[src/hdl/cubic_bezier_point_eval_assert.svh]
// ----------------------------------------------------------------------------
// Assertion macros for the cubic Bezier point evaluator
// Shared property forms clocked on clk and disabled during reset.
// ----------------------------------------------------------------------------
`ifndef CUBIC_BEZIER_POINT_EVAL_ASSERT_SVH
`define CUBIC_BEZIER_POINT_EVAL_ASSERT_SVH

// Same-cycle implication.
`define CBPE_ASSERT_IMPLY(name, ante, cons) \
	name: assert property (@(posedge clk) disable iff (!arst_n) (ante) |-> (cons)) \
		else $error("Same-cycle implication violated.");

// Next-cycle implication.
`define CBPE_ASSERT_NEXT(name, ante, cons) \
	name: assert property (@(posedge clk) disable iff (!arst_n) (ante) |=> (cons)) \
		else $error("Next-cycle implication violated.");

`endif

[src/hdl/cbpe_pkg.sv]
// ----------------------------------------------------------------------------
// cbpe_pkg
// Types and constants shared by the cubic Bezier point evaluator.
// ----------------------------------------------------------------------------
`timescale 1ns / 1ps
`default_nettype none

package cbpe_pkg;

	localparam int NUM_POINTS = 4;
	localparam int NUM_COMPS  = 4;
	localparam int REG_W      = 64;
	localparam int CFG_IDX_W  = 2;
	localparam int PARAM_W    = 16;
	localparam int TU_W       = 15;
	localparam int FRAC_SHIFT = 42;
	localparam int NUM_STAGES = 8;

	localparam logic [TU_W-1:0] ONE_Q14 = 15'd16384;

	typedef struct packed {
		logic [TU_W-1:0] t;
		logic [TU_W-1:0] u;
	} tu_t;

	typedef struct packed {
		logic [NUM_STAGES:1] load;
		tu_t                 tu_s1;
		tu_t                 tu_s3;
		tu_t                 tu_s5;
	} pipe_ctrl_t;

endpackage

`default_nettype wire

[src/hdl/cbpe_ctrl.sv]
// ----------------------------------------------------------------------------
// cbpe_ctrl
// Pipeline control: stage valid bits, load enables and the clamped
// parameter pair (t, 1 - t) carried alongside the datapath.
// ----------------------------------------------------------------------------
`timescale 1ns / 1ps
`default_nettype none

module cbpe_ctrl (
	input  wire logic                                   clk,
	input  wire logic                                   arst_n,
	input  wire logic                                   in_valid,
	output      logic                                   in_stall,
	input  wire logic signed [cbpe_pkg::PARAM_W-1:0]    curve_param,
	output      logic                                   out_valid,
	input  wire logic                                   out_stall,
	output      cbpe_pkg::pipe_ctrl_t                   ctrl
);

	logic [cbpe_pkg::NUM_STAGES:1]   valid_q;
	logic [cbpe_pkg::NUM_STAGES+1:1] load;
	cbpe_pkg::tu_t                   tu_in;
	cbpe_pkg::tu_t                   tu_s1, tu_s2, tu_s3, tu_s4, tu_s5;

	// A stage may load when it is empty or when its contents move on.
	always_comb begin
		load[cbpe_pkg::NUM_STAGES+1] = !out_stall;
		for (int i = cbpe_pkg::NUM_STAGES; i >= 1; i--) begin
			load[i] = !valid_q[i] || load[i+1];
		end
	end

	assign in_stall  = !load[1];
	assign out_valid = valid_q[cbpe_pkg::NUM_STAGES];

	// Out-of-range parameters clamp to the curve ends, which yields the end points exactly.
	always_comb begin
		priority if (curve_param[cbpe_pkg::PARAM_W-1]) begin
			tu_in.t = '0;
		end else if (curve_param[cbpe_pkg::PARAM_W-2:0] >
				{{(cbpe_pkg::PARAM_W-1-cbpe_pkg::TU_W){1'b0}}, cbpe_pkg::ONE_Q14}) begin
			tu_in.t = cbpe_pkg::ONE_Q14;
		end else begin
			tu_in.t = curve_param[cbpe_pkg::TU_W-1:0];
		end
		tu_in.u = cbpe_pkg::ONE_Q14 - tu_in.t;
	end

	always_ff @(posedge clk or negedge arst_n) begin
		if (!arst_n) begin
			valid_q <= '0;
		end else begin
			if (load[1]) begin
				valid_q[1] <= in_valid;
			end
			for (int i = 2; i <= cbpe_pkg::NUM_STAGES; i++) begin
				if (load[i]) begin
					valid_q[i] <= valid_q[i-1];
				end
			end
		end
	end

	always_ff @(posedge clk) begin
		if (load[1]) begin
			tu_s1 <= tu_in;
		end
		if (load[2]) begin
			tu_s2 <= tu_s1;
		end
		if (load[3]) begin
			tu_s3 <= tu_s2;
		end
		if (load[4]) begin
			tu_s4 <= tu_s3;
		end
		if (load[5]) begin
			tu_s5 <= tu_s4;
		end
	end

	assign ctrl.load  = load[cbpe_pkg::NUM_STAGES:1];
	assign ctrl.tu_s1 = tu_s1;
	assign ctrl.tu_s3 = tu_s3;
	assign ctrl.tu_s5 = tu_s5;

endmodule

`default_nettype wire

[config.mk]
export PLATFORM = sky130hd
export DESIGN_NAME = cbpe_ctrl
export DESIGN_NICKNAME = d
export VERILOG_FILES = /design/src/hdl/cubic_bezier_point_eval_assert.svh /design/src/hdl/cbpe_pkg.sv /design/src/hdl/cbpe_ctrl.sv
export SDC_FILE = /design/constraint.sdc
export NUM_CORES = 1
export LEC_CHECK = 0
export BUFFER_PORTS_ARGS = -buffer_cell sky130_fd_sc_hd__buf_2
export CAP_MARGIN = 10
export CORE_ASPECT_RATIO = 0.9
export CORE_MARGIN = 1
export CORE_UTILIZATION = 40
export CTS_CLUSTER_SIZE = 10
export DETAILED_ROUTE_END_ITERATION = 10
export SYNTH_ARGS = -nofsm -noshare
export SYNTH_HDL_FRONTEND = slang
export SYNTH_SLANG_ARGS = --single-unit
export TNS_END_PERCENT = 10
[constraint.sdc]
create_clock -name clk -period 6.18 [get_ports clk]
set_clock_uncertainty 0.05 [all_clocks]
set_input_delay 0.309 -clock clk [delete_from_list [all_inputs] [get_ports clk]]
set_output_delay 0.309 -clock clk [all_outputs]
set_load 0.01 [all_outputs]
==> qor.yml, run 1 <==
timing:
  max_slew_margin: 0.622
  setup_viol: 0
  fmax_ghz: 0.399
  fin_crit_sh: 0.406
  hold_viol_final: 0
  setup_tns_ns: 0
  tightest_slew_ns: 0.565
  drv_slew: 0
  finalCriticalPeriod_ns: 2.51
  rsz0062_at_grt: "false"
synthesis:
  yosys-mux-area-fraction: 0
  synth.avg_cell_area_um2: 20.7
  syn_inst: 248
  synthAdderAreaFrac: 0.00243
  ys_seq_area_frac: 0.886
  syn-num-nets: 269
  synth_simple_gate_area_share: 0.0696
  synth_top_family_by_area: "simple AND/OR/NAND/NOR gates"
  synth_compound_area_frac: 0.0180
  ys_warn_count: 0
  yosysUniqueCellTypes: 35
  synth_area_um2: 5140
  synth-xor-area-share: 0.0119
  ys_ff_latch: 153
die:
  die_w_um: 121
  coreArea_um2: 12300
  pin_count: 120
  die_y_um: 110
  std_cell_rows: 38
  dieArea_um2: 13300
  initial_core_util: 0.419
critical_path:
  worstSetupStartpointType: "register"
  crit_path_end_kind: "primary output"
  cp_cell_sequence: "and4_1 > and3_1 > and2_1 > inv_1 > buf_4 > buf_2"
  crit_slowest_cell: "dfrtp_1"
  path_max_fanout: 26
  arrival_ns: 2.15
  criticalPathCategory: "reg2out"
  critical-path-max-stage-delay_ns: 0.39
  cp_data_required_time_ns: 5.82
drt:
  ant_nets: 0
  route.vias.total: 2558
  routed_wl_mm: 8.76
  drc: 0
  wl_per_cell_um: 15.6
  drtIter0Drc: 249
  vias_per_cell: 4.56
  first_pass_iters: 4
pwr:
  ir_worst_vdd_v: 0.000206
  powerDensity_nw_per_um2: 445
  finalPower_mw: 2.91
  p_leak_nw: 2.79
global_routing:
  grt_pass1_vias: 2437
  grt_first_pass_wirelength_mm: 13.1
  overflow: 0
  grt_usage: 0.138
  grt_max_degree: 33
  antenna_found_initial: 0
placement:
  gp_congestion: 0.720
  place_hpwl_mm: 6.27
  port-buffer-count: 119
run:
  drv_cap: 0
worst_hold_path:
  min_path_type: "in2reg"
clock_network:
  htreeDepth: 4
  cts-buffers-inserted: 17
  clock_path_buffers: 2
  post_cts_buffers: 0
  cts_resized: 0
  clkLatencyLatePin_ns: 0.41
  clk_pin_slew_ns: 0.05
  tritoncts: "yes"
  hold_buffers: 1
  clock_sinks: 153
  cts_root_buffer: "clkbuf_16"
finish:
  final_common_cell: "edfxtp_1"
  regArea_um2: 4550
  nets: 409
  fillCellCount: 1025
  final_layout_size_suffix_gt1_frac: 0.401
  syn2layout_area_growth_pct: 27.2
  final_cell_mix: "145 x edfxtp_1, 119 x buf_2, 17 x clkbuf_16"
  diodes: 0
  multi_input_area_um2: 524
outcome:
  status: "completed"
==> layout make-up <==
type | instances | area share
Tap cell | 160 | 0.0306
Multi-Input combinational cell | 82 | 0.0802
Inverter | 9 | 0.00517
Sequential cell | 153 | 0.697
Timing Repair Buffer | 125 | 0.0984
Clock buffer | 22 | 0.0695
Clock inverter | 10 | 0.0197
==> layer usage <==
| metal | global-route usage | routed length (um) | vias up |
|---|---|---|---|
| met5 | 0 | 0 | - |
| met4 | 0.0732 | 185 | 0 |
| met3 | 0.0513 | 458 | 18 |
| met2 | 0.205 | 4160 | 90 |
| met1 | 0.178 | 3960 | 1216 |
| li1 | - | - | 1234 |
==> state kept, by name, summed over array words and instances (netlist names) <==
name and flops:
valid_q 8, ctrl 87, tu_s4 29, tu_s2 29
==> path summary, 6_finish.rpt <==
check                           startpoint          to  slack [ns]  cells after the start
worst max-delay path            valid_q[7]    ctrl[92]        3.67                      6
worst min-delay path              in_valid  valid_q[1]        0.05                      2
worst max register to register  valid_q[7]   tu_s2[14]        4.10                      5
worst min register to register    tu_s4[7]     ctrl[7]        0.37                      0
max in group asynchronous           arst_n  valid_q[7]        5.66                      2
min in group asynchronous           arst_n  valid_q[1]        0.24                      2
==> cells in the mapped netlist <==
cell type / n / area (um^2)
o21ai_1: 2 / 10.0
or2_2: 3 / 18.8
nor2b_1: 1 / 6.26
a31oi_1: 1 / 6.26
and2_1: 10 / 62.6
dfrtp_1: 8 / 200
or4_1: 2 / 15.0
ha_1: 1 / 12.5
nor4_1: 3 / 18.8
a21oi_1: 1 / 5.00
nand2b_1: 6 / 37.5
nor3b_1: 1 / 7.51
nand4_1: 1 / 6.26
clkbuf_1: 1 / 3.75
and4_1: 1 / 8.76
nand3_1: 3 / 15.0
buf_4: 3 / 22.5
xnor2_1: 5 / 43.8
nor4_4: 1 / 21.3
nand2_1: 9 / 33.8
nor3_1: 5 / 25.0
o21ai_0: 4 / 20.0
and3_1: 1 / 6.26
edfxtp_1: 145 / 4350
and2_4: 2 / 17.5
a31o_4: 1 / 17.5
or3_1: 2 / 12.5
inv_1: 9 / 33.8
nor2_1: 9 / 33.8
a211o_1: 1 / 8.76
or4_4: 1 / 11.3
a31o_2: 1 / 8.76
a221oi_1: 1 / 8.76
a22oi_1: 1 / 7.51
xor2_1: 2 / 17.5
==> critical path: cells and delay by family, from the launching register on <==
family        cells  cell delay [ns]
buf+inv           3             0.69
flops             1             0.39
simple gates      3             0.66
==> cells by family (layout without fill, tap and decap cells) <==
group           count (synthesis)  in the layout
xor+xnor                        7              7
compound gates                 13             13
flops                         153            153
buf+inv                        13            166
fa+ha+maj                       1              1
simple gates                   61             61
==> report_power, final <==
part	switching (mW)	leakage, nW	total, mW	internal (mW)
sequential	0.0881	1.71	1.56	1.47
combinational	0.220	0.789	0.352	0.132
clock	0.361	0.291	1.00	0.641
total	0.670	2.79	2.91	2.24
==> metrics by stage <==
step / instance area [um^2] / hold slack (ns) / setup slack, ns / instances / utilization
final: 6540 / 0.0464 / 3.67 / 561 / 0.533
after global routing: 6540 / 0.0359 / 3.52 / 561 / 0.533
after CTS: 6540 / 0.0304 / 3.63 / 561 / 0.533
after detailed placement: 5950 / 0.118 / 3.98 / 528 / 0.485
after global placement: 5950 / 0.109 / 4.04 / 528 / 0.485
after floorplan: 5140 / -0.0366 / 3.72 / 248 / -
Note: power is estimated with default switching activity, not from simulation.
==> inputs of run 2 (changes only) <==
==> constraint.sdc (replaced) <==
create_clock -name clk -period 2.6 [get_ports clk]
set_clock_uncertainty 0.05 [all_clocks]
set_input_delay 0.13 -clock clk [delete_from_list [all_inputs] [get_ports clk]]
set_output_delay 0.13 -clock clk [all_outputs]
set_load 0.01 [all_outputs]
==> qor.yml, run 2 (synthesized netlist as in run 1, its figures left out) <==
placement:
  dp_cells: 529  # was 528
  gp_congestion: 0.708  # was 0.720
  place_hpwl_mm: 6.01  # was 6.27 mm
  port-buffer-count: 119  # unchanged
clock_network:
  tritoncts: "yes"  # unchanged
  cts_root_buffer: "clkbuf_16"  # unchanged
  clkLatencyLatePin_ns: 0.40  # was 0.41 ns
  cts-buffers-inserted: 17  # unchanged
  clock_sinks: 153  # unchanged
  clk_pin_slew_ns: 0.06  # was 0.05 ns
  cts_resized: 0  # unchanged
  clock_path_buffers: 2  # unchanged
  htreeDepth: 4  # unchanged
pwr:
  p_leak_nw: 2.78  # was 2.79 nW
  powerDensity_nw_per_um2: 1040  # was 445 nW/um^2
  ir_worst_vdd_v: 0.000449  # was 0.000206 V
run:
  drv_cap: 0  # unchanged
drt:
  wl_per_cell_um: 15.1  # was 15.6 um
  drc: 0  # unchanged
  route.vias.total: 2533  # was 2558
  first_pass_iters: 4  # unchanged
  vias_per_cell: 4.48  # was 4.56
  ant_nets: 0  # unchanged
  drtIter0Drc: 221  # was 249
  routed_wl_mm: 8.51  # was 8.76 mm
timing:
  setup_viol: 0  # unchanged
  rsz0062_at_grt: "false"  # unchanged
  fmax_ghz: 0.434
  drv_slew: 0  # unchanged
  hold_viol_final: 0  # unchanged
  max_slew_margin: 0.638  # was 0.622
  tightest_slew_ns: 0.537  # was 0.565 ns
  fin_crit_sh: 0.886
  finalCriticalPeriod_ns: 2.30
  setup_tns_ns: 0  # unchanged
worst_hold_path:
  min_path_type: "in2reg"  # unchanged
die:
  die_w_um: 121  # unchanged
  initial_core_util: 0.419  # unchanged
  pin_count: 120  # unchanged
  coreArea_um2: 12300  # unchanged
  die_y_um: 110  # unchanged
  dieArea_um2: 13300  # unchanged
  std_cell_rows: 38  # unchanged
outcome:
  status: "completed"  # unchanged
finish:
  final_cell_mix: "145 x edfxtp_1, 119 x buf_2, 17 x clkbuf_16"  # unchanged
  syn2layout_area_growth_pct: 27.6  # was 27.2%
  final_layout_size_suffix_gt1_frac: 0.402  # was 0.401
  final_common_cell: "edfxtp_1"  # unchanged
  largest_reg_flops: 87  # unchanged
  diodes: 0  # unchanged
  instances_no_fill: 565  # was 561
  nets: 413  # was 409
global_routing:
  grt_first_pass_wirelength_mm: 12.9  # was 13.1 mm
  grt_pass1_vias: 2381  # was 2437
  grt_usage: 0.134  # was 0.138
  overflow: 0  # unchanged
  grt_max_degree: 33  # unchanged
  antenna_found_initial: 0  # unchanged
critical_path:
  criticalPathCategory: "reg2out"  # unchanged
  path_max_fanout: 26  # unchanged
  crit_path_end_kind: "primary output"  # unchanged
  worstSetupStartpointType: "register"  # unchanged
  arrival_ns: 2.12  # was 2.15 ns
  cp_data_required_time_ns: 2.42  # was 5.82 ns
==> run 2: cell types whose count changed in the layout (fill, tap and decap cells not counted), sizes merged <==
cell	delta
buf	+1
bufinv	-1
clkbuf	-4
clkinv	-1
clkinvlp	+6
dlygate4sd3	+3
==> run 2: report_power, final <==
group          leakage (nW)  internal (mW)  switching [mW]
Sequential             1.71           3.49           0.206
Clock                 0.259           1.39           0.898
Combinational         0.806          0.318           0.520
==> run 2: layer usage <==
layer  vias to the layer above  global-route usage  wire (um)
met5                         -                   0          0
met4                         0              0.0556         99
met3                        10              0.0482        428
met2                        88               0.203       4070
met1                      1195               0.177       3920
li1                       1240                   -          -
==> run 2: per-stage QoR <==
step,setup WS (ns),hold slack [ns],cell area (um^2),util,power (mW)
floorplan,0.223,-0.216,5140,-,4.10
global placement,0.647,-0.0669,5950,0.485,4.57
detailed placement,0.610,-0.0592,5950,0.485,4.60
CTS,0.246,0.00845,6560,0.534,6.90
global route,0.112,0.0325,6560,0.534,7.13
finish,0.296,0.0295,6560,0.534,6.82
==> run 2: layout make-up <==
| type | count | area [um^2] |
|---|---|---|
| Clock inverter | 14 | 133 |
| Multi-Input combinational cell | 82 | 524 |
| Fill cell | 1033 | 5710 |
| Clock buffer | 18 | 429 |
| Tap cell | 160 | 200 |
| Sequential cell | 153 | 4550 |
| Timing Repair Buffer | 129 | 681 |
| Inverter | 9 | 33.8 |
==> run 2: path summary, 6_finish.rpt <==
check	startpoint	to	slack (ns)	depth (start not counted)
max in group asynchronous	arst_n	valid_q[8]	2.25	2
max reg2reg	valid_q[7]	ctrl[35]	0.70	5
max	valid_q[7]	ctrl[92]	0.30	6
min	curve_param[15]	ctrl[89]	0.03	2
min reg2reg	tu_s4[5]	ctrl[5]	0.36	0
min in group asynchronous	arst_n	valid_q[2]	0.07	2
==> run 2: repair_timing <==
| action | in CTS | in global routing |
|---|---|---|
| setup buffers | 0 | 0 |
| hold buffers | 4 | 0 |
| endpoints found under the setup margin | 0 | 0 |
| hold endpoints to repair | 12 | 0 |
==> run 2: critical path, stage by stage (launching register included) <==
cell and delay (ns):
dfrtp_1 0.38, and4_1 0.22, and3_1 0.21, and2_1 0.20, inv_1 0.16, buf_4 0.35
buf_2 0.20
==> inputs of run 3 (changes only) <==
==> constraint.sdc (replaced) <==
create_clock -name clk -period 2.6 [get_ports clk]
set_clock_uncertainty 0.05 [all_clocks]
set_input_delay 0.13 -clock clk [delete_from_list [all_inputs] [get_ports clk]]
set_output_delay 0.13 -clock clk [all_outputs]
set_load 0.05 [all_outputs]
==> qor.yml, run 3 (synthesized netlist as in run 1, its figures left out) <==
finish:
  final_common_cell: "edfxtp_1"  # unchanged
  nets: 413  # unchanged
  final_cell_mix: "145 x edfxtp_1, 119 x buf_2, 17 x clkbuf_16"  # unchanged
  diodes: 0  # unchanged
  regArea_um2: 4550  # unchanged
  multi_input_area_um2: 529  # was 524 um^2
  finalInstanceArea_um2: 6610  # was 6560 um^2
  fillCellCount: 1001  # was 1033
  syn2layout_area_growth_pct: 28.6  # was 27.6%
  final_layout_size_suffix_gt1_frac: 0.408  # was 0.402
  fin_util: 0.539  # was 0.534
  largest_reg_flops: 87  # unchanged
clock_network:
  clkLatencyLatePin_ns: 0.40  # about the same
  tritoncts: "yes"  # unchanged
  clk_pin_slew_ns: 0.06  # about the same
  clock_path_buffers: 2  # unchanged
  cts_root_buffer: "clkbuf_16"  # unchanged
  clock_sinks: 153  # unchanged
  htreeDepth: 4  # unchanged
  cts-buffers-inserted: 17  # unchanged
  post_cts_buffers: 0  # unchanged
drt:
  ant_nets: 0  # unchanged
  route.vias.total: 2579  # was 2533
  wl_per_cell_um: 15.5  # was 15.1 um
  routed_wl_mm: 8.76  # was 8.51 mm
  vias_per_cell: 4.57  # was 4.48
  drc: 0  # unchanged
  first_pass_iters: 4  # unchanged
  drtIter0Drc: 177  # was 221
pwr:
  swShare: 0.341  # was 0.238
  seqPwrFrac: 0.456  # was 0.541
  switchingPower_mw: 2.77  # was 1.62 mW
  power.internal_mw: 5.35  # was 5.20 mW
  ir_worst_vdd_v: 0.000471  # was 0.000449 V
  p_leak_nw: 2.80  # was 2.78 nW
  power_frac_clock: 0.296  # was 0.336
  powerDensity_nw_per_um2: 1230  # was 1040 nW/um^2
  comb_power_share: 0.248  # was 0.123
timing:
  max_slew_margin: 0.647  # was 0.638
  hold_viol_final: 0  # unchanged
  fmax_ghz: 0.447  # was 0.434 GHz
  rsz0062_at_grt: "false"  # unchanged
  finalCriticalPeriod_ns: 2.24  # was 2.30 ns
  setup_viol: 0  # unchanged
  fin_crit_sh: 0.861  # was 0.886
  drv_slew: 0  # unchanged
  tightest_slew_ns: 0.524  # was 0.537 ns
global_routing:
  grt_max_degree: 31  # was 33
  grt_usage: 0.140  # was 0.134
  grt_pass1_vias: 2516  # was 2381
  overflow: 0  # unchanged
  grt_first_pass_wirelength_mm: 13.4  # was 12.9 mm
  antenna_found_initial: 0  # unchanged
critical_path:
  cp_data_required_time_ns: 2.42  # about the same
  path_max_fanout: 7  # was 26
  arrival_ns: 2.06  # was 2.12 ns
  criticalPathCategory: "reg2out"  # unchanged
  crit_path_end_kind: "primary output"  # unchanged
  worstSetupStartpointType: "register"  # unchanged
die:
  pin_count: 120  # unchanged
  initial_core_util: 0.419  # unchanged
  std_cell_rows: 38  # unchanged
  dieArea_um2: 13300  # unchanged
  coreArea_um2: 12300  # unchanged
  die_w_um: 121  # unchanged
  die_y_um: 110  # unchanged
run:
  drv_cap: 0  # unchanged
placement:
  port-buffer-count: 119  # unchanged
  placed_area_um2: 5970  # was 5950 um^2
  place_hpwl_mm: 6.23  # was 6.01 mm
  gp_congestion: 0.840  # was 0.708
worst_hold_path:
  min_path_type: "in2reg"  # unchanged
outcome:
  status: "completed"  # unchanged
-- run 3: cell types whose count changed in the layout (fill, tap and decap cells not counted), sizes merged --
cell / delta
clkinvlp: -3
inv: -1
clkbuf: +6
clkinv: -3
-- run 3: final timing paths --
| check | start | end | cells past startpoint | slack [ns] |
|---|---|---|---|---|
| hold / removal | curve_param[15] | ctrl[89] | 2 | 0.03 |
| setup / recovery | valid_q[7] | ctrl[91] | 5 | 0.36 |
| max in group asynchronous | arst_n | valid_q[3] | 2 | 2.25 |
| hold reg to reg | tu_s2[4] | ctrl[34] | 0 | 0.37 |
| setup reg to reg | valid_q[7] | ctrl[68] | 5 | 0.65 |
| min in group asynchronous | arst_n | valid_q[1] | 2 | 0.06 |
-- run 3: critical path, stage by stage, from the launching register on --
cell and delay [ns]:
dfrtp_1 0.38, and4_1 0.22, and3_1 0.22, and2_1 0.22, nand2_1 0.28, buf_2 0.33
-- run 3: layout make-up --
type,count,share of cell area
well taps,160,0.0303
flip-flops and latches,153,0.689
inverters,9,0.00568
clock buffers,24,0.0759
clock inverters,7,0.0136
multi-input cells,82,0.0801
repair buffers,129,0.105
-- run 3: power groups by stage --
| stage | logic (mW) | clock network [mW] | registers (mW) |
|---|---|---|---|
| floorplan | 0.303 | 0 | 4.98 |
| CTS | 2.03 | 2.44 | 3.72 |
| global route | 2.09 | 2.54 | 3.78 |
| global placement | 2.02 | 0 | 3.73 |
| detailed placement | 2.03 | 0 | 3.76 |
| finish | 2.01 | 2.40 | 3.70 |
-- run 3: metal layers --
metal | global-route usage | share of wire | wire, um | vias to the layer above
met4 | 0.0794 | 0.013 | 112 | 0
li1 | - | - | - | 1235
met1 | 0.176 | 0.44 | 3840 | 1238
met5 | 0 | 0 | 0 | -
met2 | 0.220 | 0.49 | 4320 | 97
met3 | 0.0384 | 0.055 | 482 | 9
-- run 3: timing repair --
| item | 4_1_cts | 5_1_grt |
|---|---|---|
| resized for setup | 0 | 0 |
| hold endpoints to repair | 12 | 0 |
| hold buffers | 4 | 0 |
-- run 3: through the flow --
| stage | total power [mW] | setup TNS (ns) | hold WS [ns] | instances | setup slack [ns] |
|---|---|---|---|---|---|
| CTS | 8.19 | 0 | 0.00921 | 564 | 0.330 |
| detailed placement | 5.79 | 0 | -0.0564 | 529 | 0.584 |
| global route | 8.40 | 0 | 0.0209 | 564 | 0.226 |
| floorplan | 5.29 | -2.52 | -0.216 | 248 | -0.103 |
| finish | 8.11 | 0 | 0.0296 | 564 | 0.360 |
| global placement | 5.75 | 0 | -0.0618 | 529 | 0.637 |
